**src/design/brs_pkg.sv**
```systemverilog
// ----------------------------------------------------------------------------
// brs_pkg: shared types and constants of the block linear resampler
// Register indexes, item classes, the control word carried from the front
// part to the back part, and fixed field widths.
// ----------------------------------------------------------------------------
package brs_pkg;

   // Fixed register and position widths
   localparam int STEP_W    = 18;
   localparam int LEN_W     = 10;
   localparam int CSR_DATA_W = 18;
   localparam int PHASE_W   = 25;
   localparam int FRAC_BITS = 16;
   localparam int INT_W     = PHASE_W - FRAC_BITS;

   localparam int ROUND_HALF = 1 << (FRAC_BITS - 1);
   localparam int MIN_LEN    = 2;
   localparam int LEN_LIMIT  = (1 << LEN_W) - 1;

   localparam logic [STEP_W-1:0] STEP_RESET = 18'd52016;
   localparam logic [LEN_W-1:0]  LEN_RESET  = 10'd512;

   // Request queue between front and back
   localparam int Q_DEPTH = 4;
   localparam int Q_PTR_W = 2;
   localparam int Q_LVL_W = 3;

   // Configuration register indexes
   typedef enum logic [0:0] {
      CSR_STEP_RATIO   = 1'b0,
      CSR_BLOCK_LENGTH = 1'b1
   } csr_index_type;

   // Class of one request, set by the front part
   typedef enum logic [1:0] {
      OP_ZERO   = 2'd0,
      OP_SINGLE = 2'd1,
      OP_INTERP = 2'd2
   } op_type;

   // Control word that travels with the two stored samples
   typedef struct packed {
      op_type               op;
      logic [FRAC_BITS-1:0] frac;
      logic                 last;
   } ctl_type;

endpackage

```
**src/design/brs_back.sv**
```systemverilog
// ----------------------------------------------------------------------------
// brs_back: interpolation and result output
// Multiplies the neighbor difference by the fraction, rounds, adds the lower
// sample and holds the result, zero for tail requests, in the output register.
// ----------------------------------------------------------------------------
module brs_back #(
   parameter int SAMPLE_BITS = 16
) (
   input  logic                   clock,
   input  logic                   reset,
   input  logic                   q_not_empty,
   input  brs_pkg::ctl_type       head_ctl,
   input  logic [SAMPLE_BITS-1:0] head_a,
   input  logic [SAMPLE_BITS-1:0] head_b,
   output logic                   pop,
   output logic                   rsp_valid,
   input  logic                   rsp_stall,
   output logic [SAMPLE_BITS-1:0] rsp_sample_out,
   output logic                   rsp_block_end
);

   import brs_pkg::*;

   localparam int PROD_W = SAMPLE_BITS + FRAC_BITS + 2;
   localparam int RES_W  = SAMPLE_BITS + 2;

   logic                          advance;
   logic                          m_valid_ff;
   logic                          m_zero_ff;
   logic                          m_last_ff;
   logic [SAMPLE_BITS-1:0]        m_a_ff;
   logic signed [PROD_W-1:0]      m_prod_ff;
   logic signed [SAMPLE_BITS:0]   diff;
   logic [FRAC_BITS-1:0]          frac_eff;
   logic                          zero_eff;
   logic signed [PROD_W-1:0]      prod;
   logic signed [PROD_W-1:0]      rnd;
   logic signed [PROD_W-1:0]      shifted;
   logic [RES_W-1:0]              res;
   logic                          rsp_valid_ff;
   logic [SAMPLE_BITS-1:0]        rsp_sample_ff;
   logic                          rsp_end_ff;

   // Move both stages whenever the output register can take a value
   assign advance = !rsp_valid_ff || !rsp_stall;
   assign pop     = advance && q_not_empty;

   // Pick the fraction by request class and form the product
   always_comb begin
      unique case (head_ctl.op)
         OP_INTERP: begin
            frac_eff = head_ctl.frac;
            zero_eff = 1'b0;
         end
         OP_SINGLE: begin
            frac_eff = '0;
            zero_eff = 1'b0;
         end
         default: begin
            frac_eff = '0;
            zero_eff = 1'b1;
         end
      endcase
      diff = $signed({head_b[SAMPLE_BITS-1], head_b}) -
             $signed({head_a[SAMPLE_BITS-1], head_a});
      prod = diff * $signed({1'b0, frac_eff});
   end

   // Multiply stage
   always_ff @(posedge clock) begin
      if (reset) begin
         m_valid_ff <= 1'b0;
      end else if (advance) begin
         m_valid_ff <= q_not_empty;
      end
   end

   always_ff @(posedge clock) begin
      if (advance) begin
         m_zero_ff <= zero_eff;
         m_last_ff <= head_ctl.last;
         m_a_ff    <= head_a;
         m_prod_ff <= prod;
      end
   end

   // Round half up and add the lower sample
   always_comb begin
      rnd     = m_prod_ff + $signed(PROD_W'(ROUND_HALF));
      shifted = rnd >>> FRAC_BITS;
      res     = {{2{m_a_ff[SAMPLE_BITS-1]}}, m_a_ff} + shifted[RES_W-1:0];
   end

   // Output register
   always_ff @(posedge clock) begin
      if (reset) begin
         rsp_valid_ff <= 1'b0;
      end else if (advance) begin
         rsp_valid_ff <= m_valid_ff;
      end
   end

   always_ff @(posedge clock) begin
      if (advance) begin
         rsp_sample_ff <= m_zero_ff ? '0 : res[SAMPLE_BITS-1:0];
         rsp_end_ff    <= m_last_ff;
      end
   end

   assign rsp_valid      = rsp_valid_ff;
   assign rsp_sample_out = rsp_sample_ff;
   assign rsp_block_end  = rsp_end_ff;

`ifndef SYNTHESIS
   a_tail_is_zero: assert property (@(posedge clock) disable iff (reset)
      (advance && m_valid_ff && m_zero_ff) |=> (rsp_sample_ff == '0))
      else $error("tail request produced a nonzero sample");
`endif

endmodule

```
**config.mk**
```make
export PLATFORM = sky130hd
export DESIGN_NAME = brs_back
export DESIGN_NICKNAME = d
export VERILOG_FILES = /design/src/design/brs_pkg.sv /design/src/design/brs_back.sv
export SDC_FILE = /design/constraint.sdc
export NUM_CORES = 1
export LEC_CHECK = 0
export ABC_AREA = 1
export BUFFER_PORTS_ARGS = -buffer_cell sky130_fd_sc_hd__buf_4
export CORE_MARGIN = 3
export CORE_UTILIZATION = 35
export DETAILED_ROUTE_END_ITERATION = 6
export PLACE_DENSITY_LB_ADDON = 0.05
export SLEW_MARGIN = 20
export SYNTH_ARGS = -nofsm -noshare
export SYNTH_HDL_FRONTEND = slang
export SYNTH_SLANG_ARGS = --single-unit
```
**constraint.sdc**
```tcl
create_clock -name clock -period 9.2 [get_ports clock]
set_input_delay 2.76 -clock clock [delete_from_list [all_inputs] [get_ports clock]]
set_output_delay 2.76 -clock clock [all_outputs]
set_load 0.01 [all_outputs]
```
# Word level (Yosys, flattened, before mapping)
# Index checks and enable logic that the tools add are counted.
# op_classes
mul	1
n_addsub	3
reduce_logical	5
eq_ne	2
muxes	2
# ops
cell	count
adder 32 x 17 -> 32 bit, second input constant	1
multiplier 17 x 17 -> 32 bit	1
subtractor 16 x 16 -> 17 bit	1
adder 16 bit	1
2-to-1 mux 16 bit	1
equality test 2 x 1 -> 1 bit, second input constant	1
equality test 2 bit, second input constant	1
zero test 1 bit	2
OR reduction 2 bit	1
logical AND 1 bit	1
logical OR 1 bit	1
2-to-1 mux 1 bit	1
# word_totals
word_cells	21
ff_bits	69
out_inout_bits	19
input_bits	55

# Logic depth before layout (Yosys ltp)
# depth
ltp_word	3
ltp_mapped	40
depth_no_buf	40

# Least setup slack after synthesis
# No wires, ideal clock.
# synth_timing
kind	in2reg
startpoint	input port head_b[0]
endpoint	register m_prod_ff[31], data pin
path_buffers	0
path_stages	33
setup_ns	0.252
arrival_ns	8.694
setup_slack_ns	0.254
cell_sequence	inv_1 > ha_1 > inv_1 > fa_1 > nand2_1 > nand2_2 > nand3_2 > nand2_4 > nand2_1 > nand2_1 > nand2_1 > nand2_4 > nor2_1 > inv_1 > fa_1 > inv_1 > fa_1 > inv_1 > fa_1 > fa_1 > fa_1 > fa_1 > inv_1 > ha_1 > inv_1 > nor3_1 > nand3_1 > inv_1 > nand4_1 > nor2_1 > nor2_1 > nand3_1 > nand2_1
# synth_between
elab_chain_len	2
# synth_lines
item	line	rtl
start: declaration	brs_back.sv:14	input logic [SAMPLE_BITS-1:0] head_b,
subtractor 16 x 16 -> 17 bit	brs_back.sv:64	diff = $signed({head_b[SAMPLE_BITS-1], head_b}) -
multiplier 17 x 17 -> 32 bit	brs_back.sv:66	prod = diff * $signed({1'b0, frac_eff});
net prod[31]	brs_back.sv:36	logic signed [PROD_W-1:0] prod;
end signal: assignment	brs_back.sv:83	m_prod_ff <= prod;
end: declaration	brs_back.sv:32	logic signed [PROD_W-1:0] m_prod_ff;
# The timed path passes the listed nets, and every way through them passes these cells.
# A chain may end at the register's enable or synchronous reset.

# Worst setup path in the final report
# layout_timing
startpoint	input port head_b[0]
endpoint	register m_prod_ff[27], data pin
# Same word-level chain as after synthesis.

==> impl_metrics.csv <==
group,metric,value,unit
power_and_ir_drop,p_per_area,249,nW/um^2
setup_path,rrSetupSlack,6.21,ns
run,maxCapViolations,0,
synthesis,synth-adder-area-share,46.7,%
timing,drv_slew,0,
final_layout,mostFrequentLayoutCell,"inv_1",
placed_design,numPortBuffers,73,
clock_tree,clk_pin_slew_worst_paths,0.08,ns
synthesis,synth-edff-count,52,
setup_path,required,9.26,ns
setup_path,arrival,9.02,ns
timing,fin_tns_setup,0,ns
global_route,grt_overflow,0,
detailed_routing,wl,47.0,mm
synthesis,postSynthAreaPerCell,8.10,sq um
timing,fin_crit,8.96,ns
die,core_region_area,40100,sq um
die,fp-row-count,73,
die,dieArea,43300,sq um
hold_path,hold_end,"rsp_valid",
hold_path,min_from,"m_valid_ff",
setup_path,r2r-start,"m_prod_ff[15]",
timing,rsz0062_at_grt,"yes",
power_and_ir_drop,p_leak,9.71,nW
clock_tree,cts_buffers,5,
detailed_routing,drt_first_iter_violations,627,
power_and_ir_drop,irDropWorstVdd,0.130,mV
synthesis,synthFlopType,"edfxtp_1",
global_route,antenna_found_initial,0,
clock_tree,worst_skew_pair.late_latency,0.30,ns
synthesis,synthesis.instances,1767,
final_layout,fin_cells,2619,
final_layout,n_antenna_cell,0,
detailed_routing,avgRoutedWirePerCell,17.9,microns
clock_tree,clock_sinks,54,
hold_path,hold_depth,2,
setup_path,endpoint_kind,"register",
detailed_routing,drc,0,
timing,hold_viol_final,0,
status,outcome,"completed",
die,chipHeight,208,microns
timing,slew-limit-headroom,53.7,%
final_layout,syn_to_final_growth,29.5,%
synthesis,synth_fp_nets,2200,
synthesis,synth_top_family_by_area,"adder cells",
timing,fin_crit_sh,97.4,%
synthesis,async_reset_ff_share,0,%
setup_path,critical_path_class,"input port to register",
timing,fmax,112,MHz
synthesis,synth-xor-area-share,3.29,%
timing,setup_ws,0.239,ns
setup_path,cpMostUsedCell,"fa_1",
clock_tree,ctsHoldBuffers,0,
synthesis,synth.area.mux_share,0,%
placed_design,gp_congestion,0.899,
timing,finClkSkew,0.00753,ns
synthesis,yosysWarnings,0,
synthesis,synth_cell_types,55,
die,ios,74,
global_route,grt_use_total,22.0,%
synthesis,synth_compound_area_share,6.11,%
placed_design,preCtsSetupSlack,-0.655,ns
final_layout,finalNetCount,2526,
synthesis,synth-seq-area-share,11.2,%
synthesis,synth-simple-area-share,19.3,%
die,die-width,208,microns
synthesis,synth_area,14300,sq um
setup_path,critPathLaunchType,"input port",
setup_path,crit_start,"head_b[0]",
setup_path,critPathMaxFanout,4,
hold_path,min_path_type,"register to register",
placed_design,dp_cells,2593,
placed_design,postPlaceCellArea,17400,sq um
global_route,grt_max_degree,55,
clock_tree,cts_tree,"yes",
final_layout,drive_gt1_share,26.7,%
synthesis,ys_ff_latch,54,
setup_path,worstReg2RegEnd,"rsp_sample_out[13]",
final_layout,final_cell_mix,"inv_1 (446), buf_4 (322), nand2_1 (283), fa_1 (248), nor2_1 (162)",
clock_tree,root_buffer,"clkbuf_16",
detailed_routing,drtAntennaViolNets,0,
detailed_routing,num_vias,12245,
die,initial_core_util,35.7,%
timing,holdWs,0.445,ns
placed_design,post-dp-hpwl,41.4,mm
setup_path,cpPeakStageDelay,0.54,ns
detailed_routing,vias_per_cell,4.68,
clock_tree,clk_path_buf_depth,2,
global_route,grt_pass1_wl,74.1,mm
setup_path,critPathSlowestCell,"fa_1",
timing,setup_violations,0,
timing,tightest_slew,0.695,ns
final_layout,fin_area,18500,sq um
setup_path,r2r_cells,17,
global_route,grt_pass1_vias,13382,
detailed_routing,drtPass1Iterations,5,
clock_tree,h-tree-depth,2,
Yosys cell counts (all sizes together), types with 2 or more instances:
cell	instances	area share [%]
xor2	35	2.4
a21o	11	0.58
nand2	316	8.7
clkbuf	13	0.34
nand4	9	0.39
inv	473	12
nor2	204	5.7
clkinv	6	0.16
a21oi	62	2.2
o211ai	2	0.10
o31ai	4	0.21
dfxtp	2	0.28
a31oi	5	0.22
nor3	5	0.21
nand3b	4	0.21
nand3	73	2.6
a21boi	3	0.16
or2	29	1.3
ha	118	10
xnor2	14	0.91
o21bai	10	0.60
nor4	2	0.087
fa	260	36
edfxtp	52	11
o22ai	4	0.17
o311ai	2	0.12
buf	9	0.44
o21a	4	0.21
a31o	3	0.18
o21ai	27	1.0
sequential cells by signal, indices dropped and copies added (netlist names):
signal          flops
m_a_ff             16
m_prod_ff          17
m_last_ff           1
rsp_sample_out     16
m_valid_ff          1
rsp_valid           1
rsp_block_end       1
m_zero_ff           1
where the power goes:
| group | leakage, nW | switching (mW) | internal, mW |
|---|---|---|---|
| Clock | 0.0819 | 0.0948 | 0.131 |
| Sequential | 0.575 | 0.0484 | 0.428 |
| Combinational | 9.05 | 2.16 | 1.75 |
how the worst max path moves through the flow:
stage	end	slack, ns	cells after the start
after CTS	m_prod_ff[31]	0.001	37
after detailed placement	m_prod_ff[31]	-0.65	35
final	m_prod_ff[27]	0.24	35
after floorplan	m_prod_ff[31]	0.25	33
after global routing	m_prod_ff[28]	-0.04	36
after global placement	m_prod_ff[31]	-0.62	35
timing repair:
item                                    in CTS  in global routing
endpoints found under the hold margin        0                  0
gates resized for setup                     35                168
gates cloned                                 1                  1
endpoints found under the setup margin       9                 16
setup buffers                                5                 12
pin swaps                                   13                 76
kinds of logic after synthesis:
logic type / after synthesis
and+or+nand+nor: 644
AOI/OAI and AO/OA: 141
xor gates and xnor gates: 49
DFF: 54
buffers and inverters: 501
adders and majority gates: 378
metrics by stage:
| step | util [%] | total power [mW] |
|---|---|---|
| CTS | 44.2 | 4.16 |
| finish | 46.2 | 4.61 |
| global placement | 43.3 | 3.84 |
| global route | 46.2 | 5.12 |
| detailed placement | 43.3 | 3.84 |
| floorplan | - | 2.39 |
critical path: cells and delay by family:
kind	cells	cell delay, ns
fa+ha+maj	9	3.70
compound gates	5	0.84
buf+inv	10	0.79
simple gates	10	0.77
xor+xnor	1	0.14
final cells by class:
type	instances	area, sq um
Fill cell	4029	21600
Multi-Input combinational cell	1213	11600
Timing Repair Buffer	340	2690
Inverter	479	1830
Sequential cell	54	1600
Tap cell	525	657
Clock buffer	5	125
Clock inverter	3	48.8
per-layer routing:
metal	GRT usage [%]	vias up	wire, microns
met2	38.7	233	23000
met4	4.91	0	1070
met1	29.3	6039	21200
li1	-	5920	-
met3	2.34	53	1790
met5	0	-	0
(Power assumes the default switching activity.)
