**src/design/brs_pkg.sv**
```systemverilog
// ----------------------------------------------------------------------------
// brs_pkg: shared types and constants of the block linear resampler
// Register indexes, item classes, the control word carried from the front
// part to the back part, and fixed field widths.
// ----------------------------------------------------------------------------
package brs_pkg;

   // Fixed register and position widths
   localparam int STEP_W    = 18;
   localparam int LEN_W     = 10;
   localparam int CSR_DATA_W = 18;
   localparam int PHASE_W   = 25;
   localparam int FRAC_BITS = 16;
   localparam int INT_W     = PHASE_W - FRAC_BITS;

   localparam int ROUND_HALF = 1 << (FRAC_BITS - 1);
   localparam int MIN_LEN    = 2;
   localparam int LEN_LIMIT  = (1 << LEN_W) - 1;

   localparam logic [STEP_W-1:0] STEP_RESET = 18'd52016;
   localparam logic [LEN_W-1:0]  LEN_RESET  = 10'd512;

   // Request queue between front and back
   localparam int Q_DEPTH = 4;
   localparam int Q_PTR_W = 2;
   localparam int Q_LVL_W = 3;

   // Configuration register indexes
   typedef enum logic [0:0] {
      CSR_STEP_RATIO   = 1'b0,
      CSR_BLOCK_LENGTH = 1'b1
   } csr_index_type;

   // Class of one request, set by the front part
   typedef enum logic [1:0] {
      OP_ZERO   = 2'd0,
      OP_SINGLE = 2'd1,
      OP_INTERP = 2'd2
   } op_type;

   // Control word that travels with the two stored samples
   typedef struct packed {
      op_type               op;
      logic [FRAC_BITS-1:0] frac;
      logic                 last;
   } ctl_type;

endpackage

```
**src/design/brs_queue.sv**
```systemverilog
// ----------------------------------------------------------------------------
// brs_queue: short request queue between front and back
// Carries the control word and the two stored samples of each request.
// ----------------------------------------------------------------------------
module brs_queue #(
   parameter int DATA_W = 32
) (
   input  logic                        clock,
   input  logic                        reset,
   input  logic                        push,
   input  brs_pkg::ctl_type            push_ctl,
   input  logic [DATA_W-1:0]           push_data,
   input  logic                        pop,
   output brs_pkg::ctl_type            head_ctl,
   output logic [DATA_W-1:0]           head_data,
   output logic                        not_empty,
   output logic [brs_pkg::Q_LVL_W-1:0] level
);

   import brs_pkg::*;

   ctl_type            ctl_ff  [Q_DEPTH];
   logic [DATA_W-1:0]  data_ff [Q_DEPTH];
   logic [Q_PTR_W-1:0] wr_ptr_ff, rd_ptr_ff;
   logic [Q_LVL_W-1:0] level_ff, level_in;

   // Store an entry
   always_ff @(posedge clock) begin
      if (push) begin
         ctl_ff[wr_ptr_ff]  <= push_ctl;
         data_ff[wr_ptr_ff] <= push_data;
      end
   end

   // Advance pointers and level
   always_comb begin
      level_in = level_ff;
      unique case ({push, pop})
         2'b10:   level_in = level_ff + Q_LVL_W'(1);
         2'b01:   level_in = level_ff - Q_LVL_W'(1);
         default: level_in = level_ff;
      endcase
   end

   always_ff @(posedge clock) begin
      if (reset) begin
         wr_ptr_ff <= '0;
         rd_ptr_ff <= '0;
         level_ff  <= '0;
      end else begin
         if (push) begin
            wr_ptr_ff <= wr_ptr_ff + Q_PTR_W'(1);
         end
         if (pop) begin
            rd_ptr_ff <= rd_ptr_ff + Q_PTR_W'(1);
         end
         level_ff <= level_in;
      end
   end

   assign head_ctl  = ctl_ff[rd_ptr_ff];
   assign head_data = data_ff[rd_ptr_ff];
   assign not_empty = (level_ff != '0);
   assign level     = level_ff;

`ifndef SYNTHESIS
   a_no_pop_empty: assert property (@(posedge clock) disable iff (reset)
      pop |-> (level_ff != '0))
      else $error("queue popped while empty");

   a_level_bound: assert property (@(posedge clock) disable iff (reset)
      level_ff <= Q_LVL_W'(Q_DEPTH))
      else $error("queue level beyond depth");
`endif

endmodule

```
**config.mk**
```make
export PLATFORM = sky130hd
export DESIGN_NAME = brs_queue
export DESIGN_NICKNAME = d
export VERILOG_FILES = /design/src/design/brs_pkg.sv /design/src/design/brs_queue.sv
export SDC_FILE = /design/constraint.sdc
export NUM_CORES = 1
export LEC_CHECK = 0
export ABC_AREA = 1
export BUFFER_PORTS_ARGS = -buffer_cell sky130_fd_sc_hd__buf_4
export CORE_ASPECT_RATIO = 1.1
export CORE_MARGIN = 2
export CORE_UTILIZATION = 34
export DETAILED_ROUTE_END_ITERATION = 8
export GPL_TIMING_DRIVEN = 0
export MAX_ROUTING_LAYER = met4
export SLEW_MARGIN = 20
export SYNTH_ARGS = -nofsm -noshare
export SYNTH_HDL_FRONTEND = slang
export SYNTH_SLANG_ARGS = --single-unit
```
**constraint.sdc**
```tcl
create_clock -name clock -period 2.6 [get_ports clock]
set_input_delay 0.13 -clock clock [delete_from_list [all_inputs] [get_ports clock]]
set_output_delay 0.13 -clock clock [all_outputs]
set_load 0.02 [all_outputs]
```
# Word level (Yosys, flattened, before mapping)
# Memories as Yosys holds them, arrays and structs flattened. A register that Yosys moved wholly into a read port is not among the register bits.
# Cells that the tools add are included.
[totals]
register_bits = 7
mem_bits_rw = 204
elab_cells = 20
mem_count = 2
[memory_table]
columns = ["memory", "depth", "word_bits", "rd", "rd_ports_with_merged_regs", "wr", "line", "rtl"]
rows = [
  ["data_ff", 4, 32, 1, 1, 1, "brs_queue.sv:23", "logic [DATA_W-1:0] data_ff [Q_DEPTH];"],
  ["ctl_ff", 4, 19, 1, 1, 1, "brs_queue.sv:22", "ctl_type ctl_ff [Q_DEPTH];"],
]
[classes]
reduce_logical = 2
n_addsub = 4
n_eq_ne = 2
n_mux = 7
[ops]
columns = ["operator", "count"]
rows = [
  ["2-bit two-way mux", 4],
  ["3-bit one-hot mux with 2 select lines", 1],
  ["2-bit by 1-bit adder with 2-bit output (second input constant)", 2],
  ["3-bit by 1-bit adder with 3-bit output (second input constant)", 1],
  ["3-bit nonzero test", 1],
  ["3-bit by 1-bit subtractor with 3-bit output (second input constant)", 1],
  ["2-bit by 1-bit equality test with 1-bit output (second input constant)", 1],
  ["2-bit equality test (second input constant)", 1],
  ["1-bit two-way mux", 2],
  ["2-bit nonzero test", 1],
]

# Longest topological paths before layout
# Gate-level depths: netlist of run 1.
[depth]
ltp_word = 3
mapped_depth = 10
depth_no_buf = 10

# Least setup slack after synthesis of run 1
# OpenSTA, ideal clock, no wires.
[synth_path]
path_type = "reg2reg"
from = "register wr_ptr_ff[0]"
to = "memory ctl_ff[2][0] (netlist name), enable pin"
synth_period_minus_slack_ns = 1.990
path_slack_ns = 0.610
stages_incl_launch_ff = 5
t_required_ns = 2.195
arrival_ns = 1.585
setup_time_ns = 0.405
cell_sequence = "dfxtp_1 -> inv_1 -> ha_1 -> nand2_1 -> inv_1"
[synth_rtl]
columns = ["element", "line", "rtl"]
rows = [
  ["start, declared", "brs_queue.sv:24", "logic [Q_PTR_W-1:0] wr_ptr_ff, rd_ptr_ff;"],
  ["start signal, assigned", "brs_queue.sv:52", "wr_ptr_ff <= wr_ptr_ff + Q_PTR_W'(1);"],
  ["end, declared", "brs_queue.sv:22", ""],
]
# Straight into the memory's write port.

==> reports/qor.yml, run 1 <==
ys.warnings.count: 0
maxCapViolations: 0
fmax_ghz: 0.436
cts_tree: "yes"
worstSetupPathType: "reg2out"
ys_types: 19
status: "completed"
cts.sinks: 213
synth_area_leader_cell: "edfxtp_1"
holdCritPathClass: "in2reg"
hold_viol_final: 0
period_minus_slack_ns: 2.29
via_count: 5094
synth_nets: 611
die_h_um: 165
ys_seq_area_share_pct: 78.5
fin_crit_sh_pct: 88.1
cts_hold_buf: 54
io_buffers: 109
cts-root-buf: "clkbuf_16"
netlist_area_sq_mm: 0.00803
cts_buffers: 23
relSlewSlack_pct: 63.6
pwr-share-clk_pct: 36.3
fin_nets: 803
async_flop_share_pct: 0
antenna_cells: 0
slew_violations: 0
worstSetupStartpointType: "flop"
clk_path_buf_depth: 3
setup_viol: 0
cts.repair.resized: 0
grt_start_max_net_pins: 36
avgSynthCellArea_sq_um: 14.6
max-vdd-ir-drop_mv: 0.543
cts.clk_slew.worst_paths_ns: 0.06
ys_ff_latch: 213
cts_setup_buffers: 0
r2r_end: "data_ff[0][3]$_DFFE_PP_"
max_slew.worst_pin.slew_ns: 0.546
antenna_found_initial: 0
rsz0062_at_grt: "false"
r2r_start: "wr_ptr_ff[0]$_SDFFE_PP0P_"
p_switching_w: 0.00186
intPower_w: 0.00593
leakage_nw: 3.76
synth_area_leaders: "edfxtp_1 76%, nor2_1 4.9%, o22ai_1 4.0%, o21ai_1 3.7%, o21ai_0 3.0%"
area_delta_synth_final_pct: 30.6
num_io_pins: 110
fin_ws_ns: 0.308
place_area_sq_mm: 0.00932
synth_most_common_cell: "edfxtp_1"
r2r_slack_ns: 1.00
synth.cells.most_frequent: "204 x edfxtp_1, 105 x nor2_1, 60 x o21ai_1"
finalWirelength_um: 18600
dr.pass1.iters: 4
p_comb_share_pct: 13.0
drive_gt1_share_pct: 22.6
synth_enable_flop_cells: 204
synth_ff_type: "edfxtp_1"
pre_cts_ws_ns: 0.805
drt_iter0_drc: 321
drtAntennaViolNets: 0
place_congestion: 0.682
cp.arrival_ns: 2.16
fin_util_pct: 45.6
grt_pass1_wl_um: 27900
core-area_sq_mm: 0.0230
seqPwrFrac_pct: 50.8
placementRows: 58
via_per_inst: 4.83
drc: 0
worstPathRequired_ns: 2.47
p_per_area_mw_per_mm2: 743
sw_frac_of_total_pct: 23.8
grt_pass1_vias: 5133
dp_hpwl_um: 11000
worstHoldPathCells: 2
die-area_sq_mm: 0.0249
start_util_pct: 34.9
syn_inst: 550
path_max_fanout: 10
clk_latency_ns: 0.50
end_kind: "primary output"
dieWidth_um: 151
cp-endpoint: "head_data[31]"
grt-ovfl-total: 0
track_usage_pct: 15.1
fin_worst_skew_ns: 0.0134
n_fill_cell: 2083
wl_per_cell_um: 17.6
synth_top_area_share_pct: 76.3
reg2regPathDepth: 5
holdWs_ns: 0.371
finalInstanceArea_sq_mm: 0.0105
htreeDepth: 1
[power groups by stage]
stage	sequential (W)	combinational, W	clock [W]
after floorplan	0.00403	0.000496	0
after global placement	0.00403	0.000932	0
after detailed placement	0.00403	0.000959	0
after CTS	0.00396	0.00103	0.00288
after global routing	0.00396	0.00110	0.00303
final	0.00395	0.00101	0.00283
[routing by layer]
layer  wire (um)  global-route usage (%)
met1        8090                    19.3
met2        9040                    25.2
met3        1200                    2.75
met4         263                    3.64
met5           0                       -
[placed cells by master (no fill, tap or decap), drive strengths merged]
cell type	count
edfxtp	204
buf	137
o21ai	108
nor2	105
dlygate4sd3	54
o22ai	51
clkbuf	37
inv	18
nand2	9
dfxtp	9
clkinv	9
a21oi	5
ha	5
nand3	2
nand4	1
fa	1
[cell type report]
class                           instances  area (sq um)  share of cell area, %
Clock inverter                          9          37.5                  0.358
Inverter                               18          77.6                  0.739
Sequential cell                       213          6310                   60.1
Clock buffer                           29           598                   5.70
Tap cell                              300           375                   3.58
Timing Repair Buffer                  167          1440                   13.7
Buffer                                 32           246                   2.35
Multi-Input combinational cell        287          1410                   13.5
[kinds of logic (layout without fill, tap and decap cells)]
kind of cell	Yosys count	after routing	share of synthesized area, %
adder cells (fa/ha/maj)	6	6	1.03
buffers and inverters	50	255	3.91
AO/OA/AOI/OAI	164	164	11.0
flip-flops	213	213	78.5
AND/OR/NAND/NOR	117	117	5.53
[worst min-delay path by stage]
| stage | start | endpoint | slack, ns |
|---|---|---|---|
| finish | push_ctl[7] | ctl_ff[2][7]$_DFFE_PP_ | 0.37 |
| global route | push_ctl[7] | ctl_ff[1][7]$_DFFE_PP_ | 0.36 |
| CTS | push_ctl[7] | ctl_ff[1][7]$_DFFE_PP_ | 0.36 |
| detailed placement | push_ctl[9] | ctl_ff[0][9]$_DFFE_PP_ | 0.33 |
| global placement | push_data[20] | data_ff[0][20]$_DFFE_PP_ | 0.33 |
| floorplan | push_ctl[0] | ctl_ff[0][0]$_DFFE_PP_ | 0.23 |
[metrics by stage]
step,cells,setup TNS [ns],power (W)
2_1_floorplan,550,0,0.00453
3_3_place_gp,959,-47.24,0.00497
3_5_place_dp,963,0,0.00499
4_1_cts,1055,0,0.00787
5_1_grt,1055,0,0.00809
6_report,1055,0,0.00779
[flip-flops by register name (all words and copies together) (netlist names), named ones only]
signal and count:
data_ff 128, ctl_ff 76, level 3, rd_ptr_ff 2
wr_ptr_ff 2
[worst max-delay path: stages (launching register included)]
cell,delay [ns]
dfxtp_1,0.43
inv_2,0.19
clkbuf_1,0.43
o21ai_0,0.18
o22ai_1,0.25
buf_4,0.20
Note: power is estimated with default switching activity, not from simulation.
==> inputs of run 2 (changes only) <==
--- a/config.mk
+++ b/config.mk
@@ -13,6 +13,7 @@
 export DETAILED_ROUTE_END_ITERATION = 8
 export GPL_TIMING_DRIVEN = 0
 export MAX_ROUTING_LAYER = met4
+export RECOVER_POWER = 100
 export SLEW_MARGIN = 20
 export SYNTH_ARGS = -nofsm -noshare
 export SYNTH_HDL_FRONTEND = slang
==> run 2 against run 1 <==
Against the previous run: first-iteration DRC count is 9.0% lower; non-clock buffer count is the same; setup slack got worse by 0.034 ns; clock-buffer cell count stayed put; sequential share of layout area up 2.0 points; register-to-register slack got worse by 0.73 ns.
==> reports/qor.yml, run 2 (synthesis gave the netlist of run 1 again) <==
maxCapViolations: 0  # unchanged
drt_iter0_drc: 292  # -9.0%
dp.cells: 963  # unchanged
cts.clk_slew.worst_paths_ns: 0.06  # about the same
via_count: 5085  # -0.18%
mostFrequentLayoutCells: "204 x edfxtp_1, 105 x nor2_1, 96 x clkbuf_1, 69 x o21ai_0, 54 x dlygate4sd3_1"
status: "completed"
wl_per_cell_um: 17.5  # -0.55%
area_delta_synth_final_pct: 26.3
finalWirelength_um: 18500  # -0.55%
slew_violations: 0  # unchanged
die_h_um: 165  # unchanged
relSlewSlack_pct: 15.7  # -48 points
max-vdd-ir-drop_mv: 0.540  # -0.60%
n_fill_cell: 2157  # +3.6%
cp.arrival_ns: 2.48  # +0.32 ns
fin_nets: 803  # unchanged
cts.sinks: 213  # unchanged
grt_pass1_wl_um: 27900  # unchanged
place_area_sq_mm: 0.00932  # unchanged
final_common_cell: "edfxtp_1"
hold_viol_final: 0  # unchanged
cts_buffers: 23  # unchanged
cts_tree: "yes"
fin_worst_skew_ns: 0.0129  # -0.000431 ns
cts-root-buf: "clkbuf_16"
htreeDepth: 1  # unchanged
clk_latency_ns: 0.50  # about the same
antenna_found_initial: 0  # unchanged
grt-ovfl-total: 0  # unchanged
drc: 0  # unchanged
grt_start_max_net_pins: 36  # unchanged
path_max_fanout: 26  # +16
finalInstanceArea_sq_mm: 0.0101  # -3.3%
largest_reg_flops: 128  # unchanged
die-area_sq_mm: 0.0249  # unchanged
worstPathRequired_ns: 2.76  # +0.29 ns
leakage_nw: 3.45  # -8.3%
core-area_sq_mm: 0.0230  # unchanged
period_minus_slack_ns: 2.33  # +0.0336 ns
fin_util_pct: 44.1  # -1.5 points
end_kind: "flop"
place_congestion: 0.682  # unchanged
dr.pass1.iters: 5  # +1
fmax_ghz: 0.430  # -1.4%
top_register: "data_ff"
dp_hpwl_um: 11000  # unchanged
worstSetupPathType: "reg2reg"
start_util_pct: 34.9  # unchanged
drtAntennaViolNets: 0  # unchanged
clk_path_buf_depth: 3  # unchanged
cts.repair.resized: 0  # unchanged
max_slew.worst_pin.slew_ns: 1.26  # +0.717 ns
antenna_cells: 0  # unchanged
dieWidth_um: 151  # unchanged
placementRows: 58  # unchanged
p_per_area_mw_per_mm2: 757  # +2.0%
num_io_pins: 110  # unchanged
drive_gt1_share_pct: 11.1  # -12 points
track_usage_pct: 15.1  # unchanged
fin_crit_sh_pct: 89.4  # +1.3 points
grt_pass1_vias: 5133  # unchanged
worstSetupStartpointType: "flop"
holdCritPathClass: "in2reg"
rsz0062_at_grt: "false"
stdcell_count: 1055  # unchanged
setup_viol: 0  # unchanged
io_buffers: 109  # unchanged
via_per_inst: 4.82  # -0.18%
## run 2: metal layers
layer / vias up / track usage [%] / share of wire (%)
met1: 2471 / 19.3 / 44
met4: 0 / 3.64 / 1.4
li1: 2435 / - / -
met5: - / - / 0
met2: 153 / 25.2 / 49
met3: 26 / 2.75 / 6.1
## run 2: repair_timing
| action | CTS | global route |
|---|---|---|
| buffers inserted | 0 | 0 |
| hold endpoints to repair | 213 | 0 |
| hold buffers | 54 | 0 |
## run 2: worst paths after layout
kind,startpoint,end,slack [ns],cells past startpoint
max,wr_ptr_ff[0]$_SDFFE_PP0P_,data_ff[0][3]$_DFFE_PP_,0.27,5
min,push_ctl[7],ctl_ff[2][7]$_DFFE_PP_,0.43,2
max reg2reg,wr_ptr_ff[0]$_SDFFE_PP0P_,data_ff[0][3]$_DFFE_PP_,0.27,5
min reg2reg,rd_ptr_ff[1]$_SDFFE_PP0P_,rd_ptr_ff[1]$_SDFFE_PP0P_,0.45,1
## run 2: layout make-up
type / count / area (sq um) / share of cell area (%)
plain buffers: 32 / 245 / 2.42
clock buffers: 29 / 598 / 5.89
clock inverters: 9 / 37.5 / 0.370
inverters: 18 / 68.8 / 0.678
multi-input cells: 287 / 1410 / 13.9
flip-flops and latches: 213 / 6310 / 62.2
well taps: 300 / 375 / 3.70
repair buffers: 167 / 1100 / 10.9
## run 2: critical path, cell delays in order, from the launching register on
cell     delay, ns
dfxtp_1       0.32
inv_1         0.12
ha_1          0.16
nand2_1       0.05
inv_1         0.91
buf_6         0.41
## run 2: report_power, final
group | total, W | leakage [nW] | internal [W] | switching [W]
clock network | 0.00282 | 0.312 | 0.00161 | 0.00121
logic | 0.000905 | 1.19 | 0.000312 | 0.000593
registers | 0.00396 | 1.95 | 0.00392 | 0.0000364
total | 0.00768 | 3.45 | 0.00584 | 0.00184
## run 2: through the flow
step           worst slack [ns]  hold slack, ns  total power, W  TNS, ns
2_1_floorplan             0.610           0.229         0.00453        0
3_3_place_gp             -0.301           0.333         0.00497   -47.24
3_5_place_dp              0.805           0.333         0.00499        0
4_1_cts                   0.282           0.356         0.00787        0
5_1_grt                  0.0833           0.427         0.00799        0
6_report                  0.275           0.430         0.00768        0
==> inputs of run 3 (changes only) <==
--- a/config.mk
+++ b/config.mk
@@ -5,7 +5,6 @@
 export SDC_FILE = /design/constraint.sdc
 export NUM_CORES = 1
 export LEC_CHECK = 0
-export ABC_AREA = 1
 export BUFFER_PORTS_ARGS = -buffer_cell sky130_fd_sc_hd__buf_4
 export CORE_ASPECT_RATIO = 1.1
 export CORE_MARGIN = 2
==> constraint.sdc (replaced) <==
create_clock -name clock -period 2.3 [get_ports clock]
set_input_delay 0.115 -clock clock [delete_from_list [all_inputs] [get_ports clock]]
set_output_delay 0.115 -clock clock [all_outputs]
set_load 0.02 [all_outputs]
==> run 3 against run 2 <==
Against the previous run: total power increased by 15%; final area decreased by 1.4%; setup slack got worse by 0.13 ns; sequential cell count unchanged; largest power group unchanged; combinational power increased by 18%.
==> reports/qor.yml, run 3 <==
avgSynthCellArea_sq_um: 25.1  # +72%
cp_cell_sequence: "clkbuf_1, clkbuf_2, mux4_2, clkbuf_2"
regArea_sq_mm: 0.00631  # unchanged
ys_seq_area_share_pct: 80.4  # +1.8 points
finalInstanceArea_sq_mm: 0.0100  # -1.4%
hold_path_startpoint: "push_data[27]"
synth_area_leaders: "edfxtp_1 78%, mux4_2 14%, dfxtp_1 2.3%, buf_12 1.3%, ha_1 0.80%"
met1Wirelength_um: 5940  # -26%
p_per_area_mw_per_mm2: 884  # +17%
multiInputGateArea_sq_mm: 0.00138  # -2.2%
total_power_w: 0.00884  # +15%
clk_path_buf_depth: 3  # unchanged
io_buffers: 108  # -0.92%
synth_nets: 374  # -39%
period_minus_slack_ns: 2.15
synth.cells.most_frequent: "204 x edfxtp_1, 50 x mux4_2, 9 x dfxtp_1"
fmax_ghz: 0.464
placementRows: 58  # unchanged
fin_ws_ns: 0.146  # -0.129 ns
clk_latency_ns: 0.49  # about the same
ys.warnings.count: 0  # unchanged
cp.arrival_ns: 2.04  # -0.44 ns
synth_area_leader_cell: "edfxtp_1"
max-vdd-ir-drop_mv: 0.491  # -9.0%
cts_setup_buffers: 0  # unchanged
cts_tree: "yes"
cts.sinks: 213  # unchanged
largest_reg_flops: 128  # unchanged
antenna_found_initial: 1  # +1
via_per_inst: 4.62  # -4.1%
via_count: 3784  # -26%
start_util_pct: 34.4  # -0.47 points
pre_cts_ws_ns: 0.574  # -0.231 ns
max_slew.worst_pin.slew_ns: 1.14  # -0.125 ns
worstSetupPathType: "reg2out"
top_register: "data_ff"
cts_hold_buf: 55  # +1.9%
die-area_sq_mm: 0.0243  # -2.2%
num_io_pins: 110  # unchanged
die_h_um: 163  # -1.1%
holdCritPathClass: "in2reg"
fin_nets: 565  # -30%
drc: 0  # unchanged
fin_util_pct: 43.9  # -0.20 points
n_fill_cell: 2039  # -5.5%
dp_hpwl_um: 8890  # -19%
r2r_start: "wr_ptr_ff[0]$_SDFFE_PP0P_"
reg2regPathDepth: 4  # -1
track_usage_pct: 12.4  # -2.7 points
maxCapViolations: 0  # unchanged
drtAntennaViolNets: 0  # unchanged
cp-endpoint: "head_ctl[7]"
r2r_end: "data_ff[0][13]$_DFFE_PP_"
cts.clk_slew.worst_paths_ns: 0.06  # about the same
core-area_sq_mm: 0.0228  # -0.95%
synth_enable_flop_cells: 204  # unchanged
drive_gt1_share_pct: 28.6  # +17 points
relSlewSlack_pct: 24.1  # +8.4 points
async_flop_share_pct: 0  # unchanged
cts.repair.resized: 0  # unchanged
final_common_cell: "edfxtp_1"
path_max_fanout: 10  # -62%
crit_slowest_cell: "clkbuf_2"
worstPathRequired_ns: 2.18  # -0.58 ns
htreeDepth: 1  # unchanged
place_congestion: 0.689  # +0.97%
wl_per_cell_um: 17.8  # +1.4%
fin_crit_sh_pct: 93.7
synth_top_area_share_pct: 78.1  # +1.8 points
top_layer: "met4"
slew_violations: 0  # unchanged
hold_viol_final: 0  # unchanged
end_kind: "primary output"
critPathMostFrequentCell: "clkbuf_2"
leakage_nw: 3.30  # -4.4%
slowest_delay_ns: 0.38  # -0.53 ns
worstSetupStartpointType: "flop"
cts-root-buf: "clkbuf_16"
dr.pass1.iters: 4  # -1
grt_pass1_wl_um: 22300  # -20%
dr_wl_met3_um: 737  # -35%
cts_buffers: 22  # -4.3%
setup_viol: 0  # unchanged
grt-ovfl-total: 0  # unchanged
dieWidth_um: 149  # -1.1%
r2r_slack_ns: 0.19  # -0.08 ns
status: "completed"
grt_start_max_net_pins: 34  # -5.6%
worstHoldPathCells: 2  # unchanged
ys_types: 21  # +2
rsz0062_at_grt: "false"
met2_length_um: 7620  # -16%
syn_inst: 313  # -43%
place_area_sq_mm: 0.00913  # -2.0%
mostFrequentLayoutCells: "204 x edfxtp_1, 63 x clkbuf_1, 55 x dlygate4sd3_1, 50 x mux4_2, 47 x clkbuf_2"
drt_iter0_drc: 191  # -35%
finalWirelength_um: 14600  # -21%
synth_most_common_cell: "edfxtp_1"
grt_pass1_vias: 4066  # -21%
area_delta_synth_final_pct: 27.5
fin_worst_skew_ns: 0.00653  # -0.00642 ns
synth_ff_type: "edfxtp_1"
netlist_area_sq_mm: 0.00785  # -2.3%
ys_ff_latch: 213  # unchanged
run 3: cell families (layout without fill, tap and decap cells):
group           after synthesis  count (layout)  share of synthesized area (%)
buf+inv                      19             224                           2.12
flops                       213             213                           80.4
other cells                   0               1                              0
simple gates                 15              15                          0.909
compound gates                3               3                          0.191
xor+xnor                      5               5                          0.558
fa+ha+maj                     6               6                           1.05
mux                          52              52                           14.8
run 3: worst min-delay path by stage:
stage,to
2_1_floorplan,ctl_ff[0][0]$_DFFE_PP_
3_3_place_gp,ctl_ff[2][3]$_DFFE_PP_
3_5_place_dp,data_ff[3][7]$_DFFE_PP_
4_1_cts,data_ff[3][7]$_DFFE_PP_
5_1_grt,data_ff[0][21]$_DFFE_PP_
6_report,data_ff[1][27]$_DFFE_PP_
run 3: power breakdown:
| group | switching [W] | internal [W] | total [W] |
|---|---|---|---|
| logic | 0.000593 | 0.000473 | 0.00107 |
| clock network | 0.00135 | 0.00193 | 0.00328 |
| registers | 0.0000455 | 0.00445 | 0.00450 |
| total | 0.00199 | 0.00685 | 0.00884 |
run 3: area by class of cell:
class                   instances  share of cell area [%]
plain buffers                  13                    1.44
clock inverters                10                   0.725
clock buffers                  28                    5.94
repair buffers                167                    11.1
diodes                          1                  0.0250
multi-input cells              81                    13.8
flip-flops and latches        213                    63.0
inverters                       6                   0.225
well taps                     300                    3.75
run 3: stage by stage:
step	hold WS, ns	setup TNS [ns]	instances
after floorplan	0.214	0	313
after global placement	0.314	-194.10	721
after global routing	0.427	0	819
after CTS	0.338	0	818
final	0.415	0	819
after detailed placement	0.318	0	725
run 3: per-layer routing:
| metal | vias to the layer above | track usage, % |
|---|---|---|
| met4 | 0 | 3.03 |
| met2 | 92 | 22.2 |
| met5 | - | - |
| met3 | 27 | 2.46 |
| li1 | 1694 | - |
| met1 | 1971 | 14.3 |
run 3: worst max-delay path: cells and delay by family (launching register included):
family                 cells  cell delay (ns)
buffers and inverters      3             0.86
muxes                      1             0.38
DFF                        1             0.30
